File: src/rtl/bbag_pkg.sv
`timescale 1ns / 1ps

package bbag_pkg;

  // Screen size that destination rectangles are clipped against.
  localparam logic [12:0] SCREEN_W = 13'd320;
  localparam logic [12:0] SCREEN_H = 13'd240;

  // Reset values of the bitmap size registers.
  localparam logic [11:0] BITMAP_W_RST = 12'd320;
  localparam logic [11:0] BITMAP_H_RST = 12'd240;

  typedef enum logic [0:0] {
    CMD_START = 1'b0,
    CMD_STEP  = 1'b1
  } cmd_e;

  typedef enum logic [1:0] {
    MODE_SOLID    = 2'd0,
    MODE_REPEAT   = 2'd1,
    MODE_ADAPTIVE = 2'd2,
    MODE_NONE     = 2'd3
  } mode_e;

  typedef enum logic [1:0] {
    CFG_BITMAP_WIDTH  = 2'd0,
    CFG_BITMAP_HEIGHT = 2'd1
  } cfg_reg_e;

  // Clipped span: position is never negative, length may be zero or negative.
  typedef struct packed {
    logic signed [13:0] pos;
    logic signed [13:0] len;
  } span_t;

  // Clamp a negative start to zero and cut the length at the far edge.
  function automatic span_t clip_span(logic signed [11:0] pos, logic signed [11:0] len,
                                      logic [12:0] limit);
    span_t              res;
    logic signed [13:0] lim;
    logic signed [13:0] ends;
    lim     = $signed({1'b0, limit});
    res.pos = (pos < 0) ? 14'sd0 : 14'(pos);
    res.len = 14'(len);
    ends    = res.pos + res.len;
    if (ends > lim) begin
      res.len = lim - res.pos;
    end
    return res;
  endfunction

endpackage

File: src/rtl/bitmap_blit_address_generator.sv
`timescale 1ns / 1ps

// A step beat shows its pixel on the output in the cycle after it is accepted.
// Throughput: one beat per cycle; a start beat gives no pixel.
// The input is stalled only while the output register holds a pixel not yet taken.
// Reset: the block is idle, the output is empty and the bitmap size is 320 by 240.
// The one 12 by 12 multiplier (row times stride) sits in the start and stride write path.
module bitmap_blit_address_generator (
  input  logic               clk_i,
  input  logic               rst_ni,
  // Configuration write channel
  input  logic               cfg_valid_i,
  output logic               cfg_ready_o,
  input  logic [1:0]         cfg_index_i,
  input  logic [11:0]        cfg_data_i,
  // Command channel
  input  logic               in_valid_i,
  output logic               in_ready_o,
  input  logic               command_i,
  input  logic [1:0]         draw_mode_i,
  input  logic signed [11:0] dest_left_i,
  input  logic signed [11:0] dest_top_i,
  input  logic signed [11:0] dest_width_i,
  input  logic signed [11:0] dest_height_i,
  input  logic signed [11:0] source_left_i,
  input  logic signed [11:0] source_top_i,
  input  logic signed [11:0] source_width_i,
  input  logic signed [11:0] source_height_i,
  // Pixel channel
  output logic               out_valid_o,
  input  logic               out_ready_i,
  output logic [23:0]        source_address_o,
  output logic [11:0]        screen_x_o,
  output logic [11:0]        screen_y_o,
  output logic               last_pixel_o
);

  // Configuration registers
  logic [11:0] bitmap_width_q, bitmap_height_q;

  // Draw state
  logic        active_q, active_d;
  logic [11:0] origin_x_q, origin_y_q;
  logic [11:0] span_cols_q, span_rows_q;
  logic [11:0] tile_cols_q, tile_rows_q;
  logic [11:0] src_col_base_q, src_row_start_q;
  logic [11:0] row_count_q, row_count_d;
  logic [11:0] col_count_q, col_count_d;
  logic [11:0] tile_col_q, tile_col_d;
  logic [11:0] tile_row_q, tile_row_d;
  logic [23:0] row_base_q, row_base_d;
  logic [23:0] row_start_addr_q;

  // Output register
  logic        out_valid_q;
  logic [23:0] src_addr_q;
  logic [11:0] scr_x_q, scr_y_q;
  logic        last_q;

  logic        in_fire, start_fire, step_fire, width_wr, height_wr;
  logic        draw_ok;
  bbag_pkg::span_t dx, dy, sx, sy;
  logic [11:0] cols_w, rows_w, tcols_w, trows_w;
  logic [11:0] mul_a, mul_b;
  logic [23:0] mul_prod;
  logic [12:0] col_inc, row_inc, tcol_inc, trow_inc;
  logic        row_end, last_w;

  assign cfg_ready_o = 1'b1;
  assign in_ready_o  = !out_valid_q || out_ready_i;
  assign in_fire     = in_valid_i && in_ready_o;
  assign start_fire  = in_fire && (command_i == bbag_pkg::CMD_START);
  assign step_fire   = in_fire && (command_i == bbag_pkg::CMD_STEP) && active_q;

  // Register index decode
  always_comb begin
    width_wr  = 1'b0;
    height_wr = 1'b0;
    if (cfg_valid_i) begin
      unique case (cfg_index_i)
        bbag_pkg::CFG_BITMAP_WIDTH:  width_wr  = 1'b1;
        bbag_pkg::CFG_BITMAP_HEIGHT: height_wr = 1'b1;
        default: ;
      endcase
    end
  end

  always_ff @(posedge clk_i or negedge rst_ni) begin
    if (!rst_ni) begin
      bitmap_width_q  <= bbag_pkg::BITMAP_W_RST;
      bitmap_height_q <= bbag_pkg::BITMAP_H_RST;
    end else begin
      if (width_wr) begin
        bitmap_width_q <= cfg_data_i;
      end
      if (height_wr) begin
        bitmap_height_q <= cfg_data_i;
      end
    end
  end

  // Clip both rectangles and pick the walk and tile sizes for the mode.
  always_comb begin
    dx = bbag_pkg::clip_span(dest_left_i, dest_width_i, bbag_pkg::SCREEN_W);
    dy = bbag_pkg::clip_span(dest_top_i, dest_height_i, bbag_pkg::SCREEN_H);
    sx = bbag_pkg::clip_span(source_left_i, source_width_i, {1'b0, bitmap_width_q});
    sy = bbag_pkg::clip_span(source_top_i, source_height_i, {1'b0, bitmap_height_q});
    draw_ok = ((draw_mode_i == bbag_pkg::MODE_SOLID) || (draw_mode_i == bbag_pkg::MODE_REPEAT))
              && (dx.len > 0) && (dy.len > 0) && (sx.len > 0) && (sy.len > 0);
    tcols_w = sx.len[11:0];
    trows_w = sy.len[11:0];
    cols_w  = dx.len[11:0];
    rows_w  = dy.len[11:0];
    if (draw_mode_i == bbag_pkg::MODE_SOLID) begin
      if (sx.len < dx.len) begin
        cols_w = sx.len[11:0];
      end
      if (sy.len < dy.len) begin
        rows_w = sy.len[11:0];
      end
      tcols_w = cols_w;
      trows_w = rows_w;
    end
  end

  // Shared multiplier: first source row times the stride, on start or stride write.
  assign mul_a    = start_fire ? sy.pos[11:0] : src_row_start_q;
  assign mul_b    = width_wr ? cfg_data_i : bitmap_width_q;
  assign mul_prod = 24'(mul_a) * 24'(mul_b);

  // Row-major walk with wrapping tile counters.
  always_comb begin
    col_inc  = {1'b0, col_count_q} + 13'd1;
    row_inc  = {1'b0, row_count_q} + 13'd1;
    tcol_inc = {1'b0, tile_col_q} + 13'd1;
    trow_inc = {1'b0, tile_row_q} + 13'd1;
    row_end  = (col_inc == {1'b0, span_cols_q});
    last_w   = row_end && (row_inc == {1'b0, span_rows_q});

    active_d    = active_q;
    col_count_d = col_count_q;
    row_count_d = row_count_q;
    tile_col_d  = tile_col_q;
    tile_row_d  = tile_row_q;
    row_base_d  = row_base_q;

    if (start_fire) begin
      active_d    = draw_ok;
      col_count_d = '0;
      row_count_d = '0;
      tile_col_d  = '0;
      tile_row_d  = '0;
      row_base_d  = mul_prod;
    end else if (step_fire) begin
      if (last_w) begin
        active_d = 1'b0;
      end else if (row_end) begin
        col_count_d = '0;
        tile_col_d  = '0;
        row_count_d = row_inc[11:0];
        if (trow_inc >= {1'b0, tile_rows_q}) begin
          tile_row_d = '0;
          row_base_d = row_start_addr_q;
        end else begin
          tile_row_d = trow_inc[11:0];
          row_base_d = row_base_q + 24'(bitmap_width_q);
        end
      end else begin
        col_count_d = col_inc[11:0];
        tile_col_d  = (tcol_inc >= {1'b0, tile_cols_q}) ? 12'd0 : tcol_inc[11:0];
      end
    end
  end

  always_ff @(posedge clk_i or negedge rst_ni) begin
    if (!rst_ni) begin
      active_q         <= 1'b0;
      origin_x_q       <= '0;
      origin_y_q       <= '0;
      span_cols_q      <= '0;
      span_rows_q      <= '0;
      tile_cols_q      <= '0;
      tile_rows_q      <= '0;
      src_col_base_q   <= '0;
      src_row_start_q  <= '0;
      row_count_q      <= '0;
      col_count_q      <= '0;
      tile_col_q       <= '0;
      tile_row_q       <= '0;
      row_base_q       <= '0;
      row_start_addr_q <= '0;
    end else begin
      active_q    <= active_d;
      row_count_q <= row_count_d;
      col_count_q <= col_count_d;
      tile_col_q  <= tile_col_d;
      tile_row_q  <= tile_row_d;
      row_base_q  <= row_base_d;
      if (start_fire && draw_ok) begin
        origin_x_q      <= dx.pos[11:0];
        origin_y_q      <= dy.pos[11:0];
        span_cols_q     <= cols_w;
        span_rows_q     <= rows_w;
        tile_cols_q     <= tcols_w;
        tile_rows_q     <= trows_w;
        src_col_base_q  <= sx.pos[11:0];
        src_row_start_q <= sy.pos[11:0];
      end
      // A new stride also moves the address that a tile wraps back to.
      if ((start_fire && draw_ok) || width_wr) begin
        row_start_addr_q <= mul_prod;
      end
    end
  end

  // Output register: loaded with one pixel beat per accepted step while a draw is active.
  always_ff @(posedge clk_i or negedge rst_ni) begin
    if (!rst_ni) begin
      out_valid_q <= 1'b0;
    end else if (in_ready_o) begin
      out_valid_q <= step_fire;
    end
  end

  always_ff @(posedge clk_i) begin
    if (step_fire) begin
      src_addr_q <= row_base_q + 24'(src_col_base_q) + 24'(tile_col_q);
      scr_x_q    <= origin_x_q + col_count_q;
      scr_y_q    <= origin_y_q + row_count_q;
      last_q     <= last_w;
    end
  end

  assign out_valid_o      = out_valid_q;
  assign source_address_o = src_addr_q;
  assign screen_x_o       = scr_x_q;
  assign screen_y_o       = scr_y_q;
  assign last_pixel_o     = last_q;

  // The walk never runs past its row or its tile.
  a_col_in_span: assert property (@(posedge clk_i) disable iff (!rst_ni)
    active_q |-> (col_count_q < span_cols_q) && (row_count_q < span_rows_q))
    else $error("column or row count ran past the span");

  a_tile_in_range: assert property (@(posedge clk_i) disable iff (!rst_ni)
    active_q |-> (tile_col_q < tile_cols_q) && (tile_row_q < tile_rows_q))
    else $error("tile counter ran past the tile size");

  // The final pixel of a draw leaves the block idle.
  a_last_ends_draw: assert property (@(posedge clk_i) disable iff (!rst_ni)
    (step_fire && last_w) |=> !active_q)
    else $error("draw still active after its last pixel");

  // A start beat never produces a pixel beat.
  a_start_no_pixel: assert property (@(posedge clk_i) disable iff (!rst_ni)
    start_fire |=> !out_valid_q)
    else $error("start beat produced a pixel");

endmodule

File: config.mk
export PLATFORM = sky130hd
export DESIGN_NAME = bitmap_blit_address_generator
export DESIGN_NICKNAME = d
export VERILOG_FILES = /design/src/rtl/bbag_pkg.sv /design/src/rtl/bitmap_blit_address_generator.sv
export SDC_FILE = /design/constraint.sdc
export NUM_CORES = 1
export LEC_CHECK = 0
export ABC_AREA = 1
export BUFFER_PORTS_ARGS = -buffer_cell sky130_fd_sc_hd__clkbuf_2
export CORE_MARGIN = 5
export CORE_UTILIZATION = 55
export CTS_CLUSTER_SIZE = 8
export DETAILED_ROUTE_END_ITERATION = 12
export PLACE_DENSITY = 0.73
export SLEW_MARGIN = 20
export SYNTH_ARGS = -nofsm -noshare
export SYNTH_HDL_FRONTEND = slang
export SYNTH_SLANG_ARGS = --single-unit
File: constraint.sdc
create_clock -name clk_i -period 8.4 [get_ports clk_i]
set_input_delay 1.68 -clock clk_i [delete_from_list [all_inputs] [get_ports clk_i]]
set_output_delay 1.68 -clock clk_i [all_outputs]
set_load 0.005 [all_outputs]
# After elaboration in Yosys (flattened, before gate mapping)
# Index checks and enable logic that the tools add are counted.
dict set report word_totals {
  regBits 267
  output_inout_bits 52
  word_cells 130
  input_bits 118
}
dict set report classes {
  reduce_logical 22
  eq_ne 5
  mux 46
  n_lt_le_gt_ge 16
  n_bitwise 1
  n_addsub 17
  n_mul 1
}
# op count
set ops {}
lappend ops {{$mux W12} 26}
lappend ops {{$mux W24} 5}
lappend ops {{$mux W14} 8}
lappend ops {{$add A24 B12 Y24} 3}
lappend ops {{$add A14 B12 Y14} 4}
lappend ops {{$gt A14 B1 Y1 const B} 4}
lappend ops {{$add A12 B1 Y13 const B} 4}
lappend ops {{$lt A12 B1 Y1 const B} 4}
lappend ops {{$gt A14 B13 Y1} 2}
lappend ops {{$lt A14 B14 Y1} 2}
lappend ops {{$sub A13 B14 Y14} 2}
lappend ops {{$eq A13 B12 Y1} 2}
lappend ops {{$ge A13 B12 Y1} 2}
lappend ops {{$add A12 B12 Y12} 2}
lappend ops {{$mul A12 B12 Y24} 1}
lappend ops {{$gt A14 B10 Y1 const B} 1}
lappend ops {{$gt A14 B9 Y1 const B} 1}
lappend ops {{$sub A10 B14 Y14 const A} 1}
lappend ops {{$sub A9 B14 Y14 const A} 1}
lappend ops {{$logic_and A1 B1 Y1} 10}
lappend ops {{$mux W1} 7}
lappend ops {{$reduce_bool A2 Y1} 3}
lappend ops {{$eq A2 B1 Y1 const B} 2}
lappend ops {{$logic_not A2 Y1} 2}
lappend ops {{6 further kinds} 9}

# Logic depth before layout (Yosys ltp)
dict set report logic_depth {
  ltp_word 12
  depth_mapped 41
  mapped_depth_nobuf 39
}

# Least setup slack after synthesis
# Ideal clock, no wire load.
dict set report synth_path {
  kind {in2reg}
  start {input out_ready_i}
  end {register row_base_q[22]}
  t_arrival_ns 7.866
  n_path_buf 1
  cell_stages 32
  required_time_ns 8.317
  setup_slack_ns 0.451
  setup_ns 0.083
  path_cell_list {inv_1 -> nand2_1 -> nand2_1 -> nor2_1 -> inv_1 -> clkbuf_1 -> o21ai_0 -> clkinv_1 -> nand2_1 -> fa_1 -> fa_1 -> inv_1 -> fa_1 -> fa_1 -> inv_1 -> fa_1 -> inv_1 -> ha_1 -> nand2_1 -> o21a_1 -> nand2_1 -> nand2_1 -> nand2_1 -> a21oi_1 -> o21ai_0 -> a21boi_0 -> o21ai_0 -> a21oi_1 -> o21bai_1 -> xor2_1 -> nor2_1 -> o22ai_1}
}
dict set report synth_via {
  elab_chain_cells 6
  elab_cells_between_ends 12
  classes_between {mul (1); eq/ne (1); mux (2); reduce/logical (8)}
}
# item line
set synth_lines {}
lappend synth_lines {{from (decl)} bitmap_blit_address_generator.sv:31} ;# input logic out_ready_i,
lappend synth_lines {{$logic_or A1 B1 Y1 (*)} bitmap_blit_address_generator.sv:70} ;# assign in_ready_o = !out_valid_q || out_ready_i;
lappend synth_lines {{net in_ready_o} bitmap_blit_address_generator.sv:18} ;# output logic in_ready_o,
lappend synth_lines {{$logic_and A1 B1 Y1 (*)} bitmap_blit_address_generator.sv:71} ;# assign in_fire = in_valid_i && in_ready_o;
lappend synth_lines {{$logic_and A1 B1 Y1, on equally long branches} {bitmap_blit_address_generator.sv:72, bitmap_blit_address_generator.sv:73}}
lappend synth_lines {{$mux W12 / $logic_and A1 B1 Y1 (equally long branches)} {bitmap_blit_address_generator.sv:127, bitmap_blit_address_generator.sv:73}}
lappend synth_lines {{$mul A12 B12 Y24 / $reduce_bool A2 Y1 (equally long branches)} --}
lappend synth_lines {{$mux W24 / $reduce_and A3 Y1 (equally long branches)} --}
lappend synth_lines {{to (signal assigned)} bitmap_blit_address_generator.sv:198} ;# row_base_q <= row_base_d;
lappend synth_lines {{to (decl)} bitmap_blit_address_generator.sv:51} ;# logic [23:0] row_base_q, row_base_d;
# Mark *: on every way through the listed nets, which the timed path passes. The rest lies on a longest branch.
# A chain may end at the register's enable or synchronous reset.

# Final worst setup path
dict set report layout_path {
  start {input out_ready_i}
  end {register row_base_q[22]}
}
dict set report layout_via {
  elab_chain_cells 6
  elab_cells_between_ends 12
  classes_between {mul (1); eq/ne (1); mux (2); reduce/logical (8)}
}
# item line
set layout_lines {}
lappend layout_lines {{$logic_or A1 B1 Y1 (*)} bitmap_blit_address_generator.sv:70}
lappend layout_lines {{$logic_and A1 B1 Y1 (*)} bitmap_blit_address_generator.sv:71}
lappend layout_lines {{$logic_and A1 B1 Y1, on equally long branches} {bitmap_blit_address_generator.sv:72, bitmap_blit_address_generator.sv:73}}
lappend layout_lines {{$mux W12 / $logic_and A1 B1 Y1 (equally long branches)} {bitmap_blit_address_generator.sv:127, bitmap_blit_address_generator.sv:73}}
lappend layout_lines {{$mul A12 B12 Y24 / $reduce_bool A2 Y1 (equally long branches)} --}
lappend layout_lines {{$mux W24 / $reduce_and A3 Y1 (equally long branches)} --}
# Mark *: on every way between the ends. The rest lies on a longest branch, timed or not.

==> results.md <==
* **run status** complete, no violations
* **final total negative setup slack** 0 ns
* **initial antenna violation count** 1
* **Util after Layout** 61.1%
* **Total Nets Final** 4171
* **Total Die Area** 51000 um2
* **clock slew seen by the registers of the worst setup and hold paths** 0.05 ns
* **Min Clock Period, post-route** 7.77 ns
* **power density over the cells** 285 nW/um2
* **count of TritonRoute iterations in the first routing pass** 5
* **Max stage delay cell, worst path** fa_1
* **floorplan row count** 79
* **final non-filler cell area** 28300 um2
* **H-tree level count** 2
* **share of synthesized area occupied by flip-flops and latches** 26.7%
* **leading area contributor after synthesis** dfrtp_1
* **Fmax** 0.129 GHz
* **area share of the leading cell type in the synthesized netlist** 20.3%
* **post-cts sizing count** 0
* **met2 GRT Util** 42.6%
* **Worst VDD drop** 0.263 mV
* **FF+latch area** 6830 um2
* **layout cell share with drive strength beyond 1** 8.94%
* **total cell area at the placement stage** 27200 um2
* **hold bufs inserted after CTS** 0
* **all-layer global routing usage** 27.1%
* **total core area** 46300 um2
* **sum of net half-perimeters after detailed placement** 54200 um
* **number of failing setup endpoints in the final timing report** 0
* **Layout area overhead** 10.4%
* **number of top-level pins** 170
* **worst hold margin** 0.487 ns
* **die height** 226 um
* **met3 Usage GRT** 4.29%
* **number of synthesized flops with an enable pin** 49
* **average wire per cell in the routed design** 15.9 um
* **WP data required** 8.86 ns
* **endpoint type of the worst setup path** flop
* **most used routing layer** met2
* **via count of the first global-routing pass** 22.1k
* **Critical Path Start Type** primary input
* **horizontal die dimension** 226 um
* **initial standard-cell utilization of the core** 55.3%
* **Synth Register Bits** 263
* **vias post-DR** 23.2k
* **initial drt markers** 1767
* **cell at the root of the clock tree** clkbuf_16
* **Post-Syn Nets** 4001
* **Multi-input gate area** 16100 um2
* **antenna fix cells** 0
* **number of port buffers** 168
* **number of vias per cell** 5.36
* **number of distinct library cells after synthesis** 58
* **clock tree buffer depth** 3
* **Slew HR** 39.4%
* **CTS buffer count** 39
* **main area contributors after synthesis** dfrtp_1, ha_1, nand2_1, fa_1, inv_1
* **count of pins over their slew limit** 0
* **type of the most critical hold path** reg2reg
* **overall overflow remaining after global route** 0
* **setup repair after global routing missed its margin** no
* **worst r2r path cells** 30
* **arrival time worst endpoint** 8.23 ns
* **total clock sinks** 263
* **TritonCTS clock tree** yes
* **cell type with the highest occurrence count on the critical path** nand2_1
* **clock insertion delay at the later pin of the skew report** 0.56 ns
* **end of the critical path** row_base_q[22]$_DFFE_PN0P_
* **leakage** 15.1 nW
* **Yosys warning count** 0
* **setup slack, reg-to-reg** 1.49 ns
* **max capacitance violation total** 0
* **worst-path maximum fanout** 15
* **hold violation total from the final report** 0
* **syn_area_per_cell** 7.27 um2
* **wire length of the first global-routing pass** 113000 um
* **antenna-violating nets left** 0
* **Worst Setup SP** out_ready_i
* **delay of the slowest cell on the worst path** 0.55 ns
* **met1 GRT Util** 39.2%
* **Worst Max-Slew Pin Slew** 0.909 ns
* **sum of routed wire length over all layers** 68700 um
* **dominant synthesized flop cell** dfrtp_1
* **Fill cells** 4351
* **launch instance of the worst register-to-register path** out_valid_o$_DFFE_PN0N_
* **DRC violations left** 0
* **Syn Inst Count** 3522
* **Setup Fix Bufs, Post-CTS** 0
* **Clock Skews** 0.0248 ns
* **ys async rst share** 81.4%
* **final period utilization** 92.4%
* **netlist area before placement** 25600 um2
* **class of the most critical setup path** in2reg
* **global placer's final weighted congestion** 0.947
* **critical register-to-register path endpoint** row_base_q[22]$_DFFE_PN0P_
* **maximum number of pins on one net before global-route repair** 143
## area by class of cell
class | instances | area share, %
clock buffers | 60 | 3.81
clock inverters | 3 | 0.106
inverters | 593 | 7.88
multi-input cells | 2584 | 57.1
flip-flops and latches | 263 | 24.2
well taps | 607 | 2.69
repair buffers | 211 | 4.20
## cell usage after synthesis, drive strengths merged (17+ instances only)
cell and instances:
a21oi 190, buf 39, clkbuf 43, dfrtp 208, edfxtp 49, fa 111, ha 250, inv 584
nand2 805, nand3 205, nand4 40, nor2 387, nor3 39, o211ai 17, o21ai 226, o22ai 23
or2 24, xnor2 43, xor2 116
## report_power, final
part	switching (mW)	internal, mW	leakage [nW]	total [mW]
sequential	0.293	1.68	3.18	1.98
clock	0.585	0.874	0.532	1.46
combinational	2.87	1.74	11.4	4.62
## cells in the final DEF (no fill, tap or decap), drive strengths merged, types with 7 or more instances in the layout
cell type	count
nand2	805
inv	587
nor2	387
ha	250
clkbuf	227
o21ai	226
dfrtp	208
nand3	205
a21oi	190
xor2	116
fa	111
edfxtp	49
buf	44
xnor2	43
nand4	40
nor3	39
or2	24
o22ai	23
o211ai	17
nand3b	16
a211oi	16
o21a	15
a31oi	13
nor4	12
clkinv	9
nor3b	7
## worst min path at each step
stage	slack, ns	depth (start not counted)	start	to
final	0.49	2	src_row_start_q[5]$_DFFE_PN0P_	src_row_start_q[5]$_DFFE_PN0P_
after floorplan	0.45	2	src_row_start_q[10]$_DFFE_PN0P_	src_row_start_q[10]$_DFFE_PN0P_
after CTS	0.49	2	src_row_start_q[6]$_DFFE_PN0P_	src_row_start_q[6]$_DFFE_PN0P_
after global routing	0.50	2	src_row_start_q[7]$_DFFE_PN0P_	src_row_start_q[7]$_DFFE_PN0P_
after detailed placement	0.47	2	src_row_start_q[5]$_DFFE_PN0P_	src_row_start_q[5]$_DFFE_PN0P_
after global placement	0.47	2	src_row_start_q[6]$_DFFE_PN0P_	src_row_start_q[6]$_DFFE_PN0P_
## per-layer routing
metal	wire (um)	part of all wire [%]	vias up
met2	30300	44	705
li1	-	-	11654
met5	0	0	-
met3	4900	7.1	118
met1	31600	46	10680
met4	1940	2.8	0
## cell families after synthesis
kind of cell | after synthesis | synth area share [%]
flip-flops | 263 | 26.7
XOR/XNOR | 159 | 5.44
AND/OR/NAND/NOR | 1541 | 25.3
buffers and inverters | 675 | 10.3
other | 1 | 0.0147
AO/OA/AOI/OAI | 522 | 11.3
adder cells (fa/ha/maj) | 361 | 20.9
## worst max-delay path, delay by kind of cell
kind            cells  cell delay [ns]
fa+ha+maj           6             2.92
compound gates      9             1.51
simple gates       10             1.06
buf+inv             7             0.81
xor+xnor            1             0.23
## through the flow
stage	total power, mW	worst slack, ns	instances
floorplan	5.41	0.451	3522
global placement	6.46	0.172	4258
detailed placement	6.53	0.0296	4258
CTS	8.06	0.598	4321
global route	8.89	0.0225	4321
finish	8.05	0.634	4321
(Power assumes the default switching activity.)
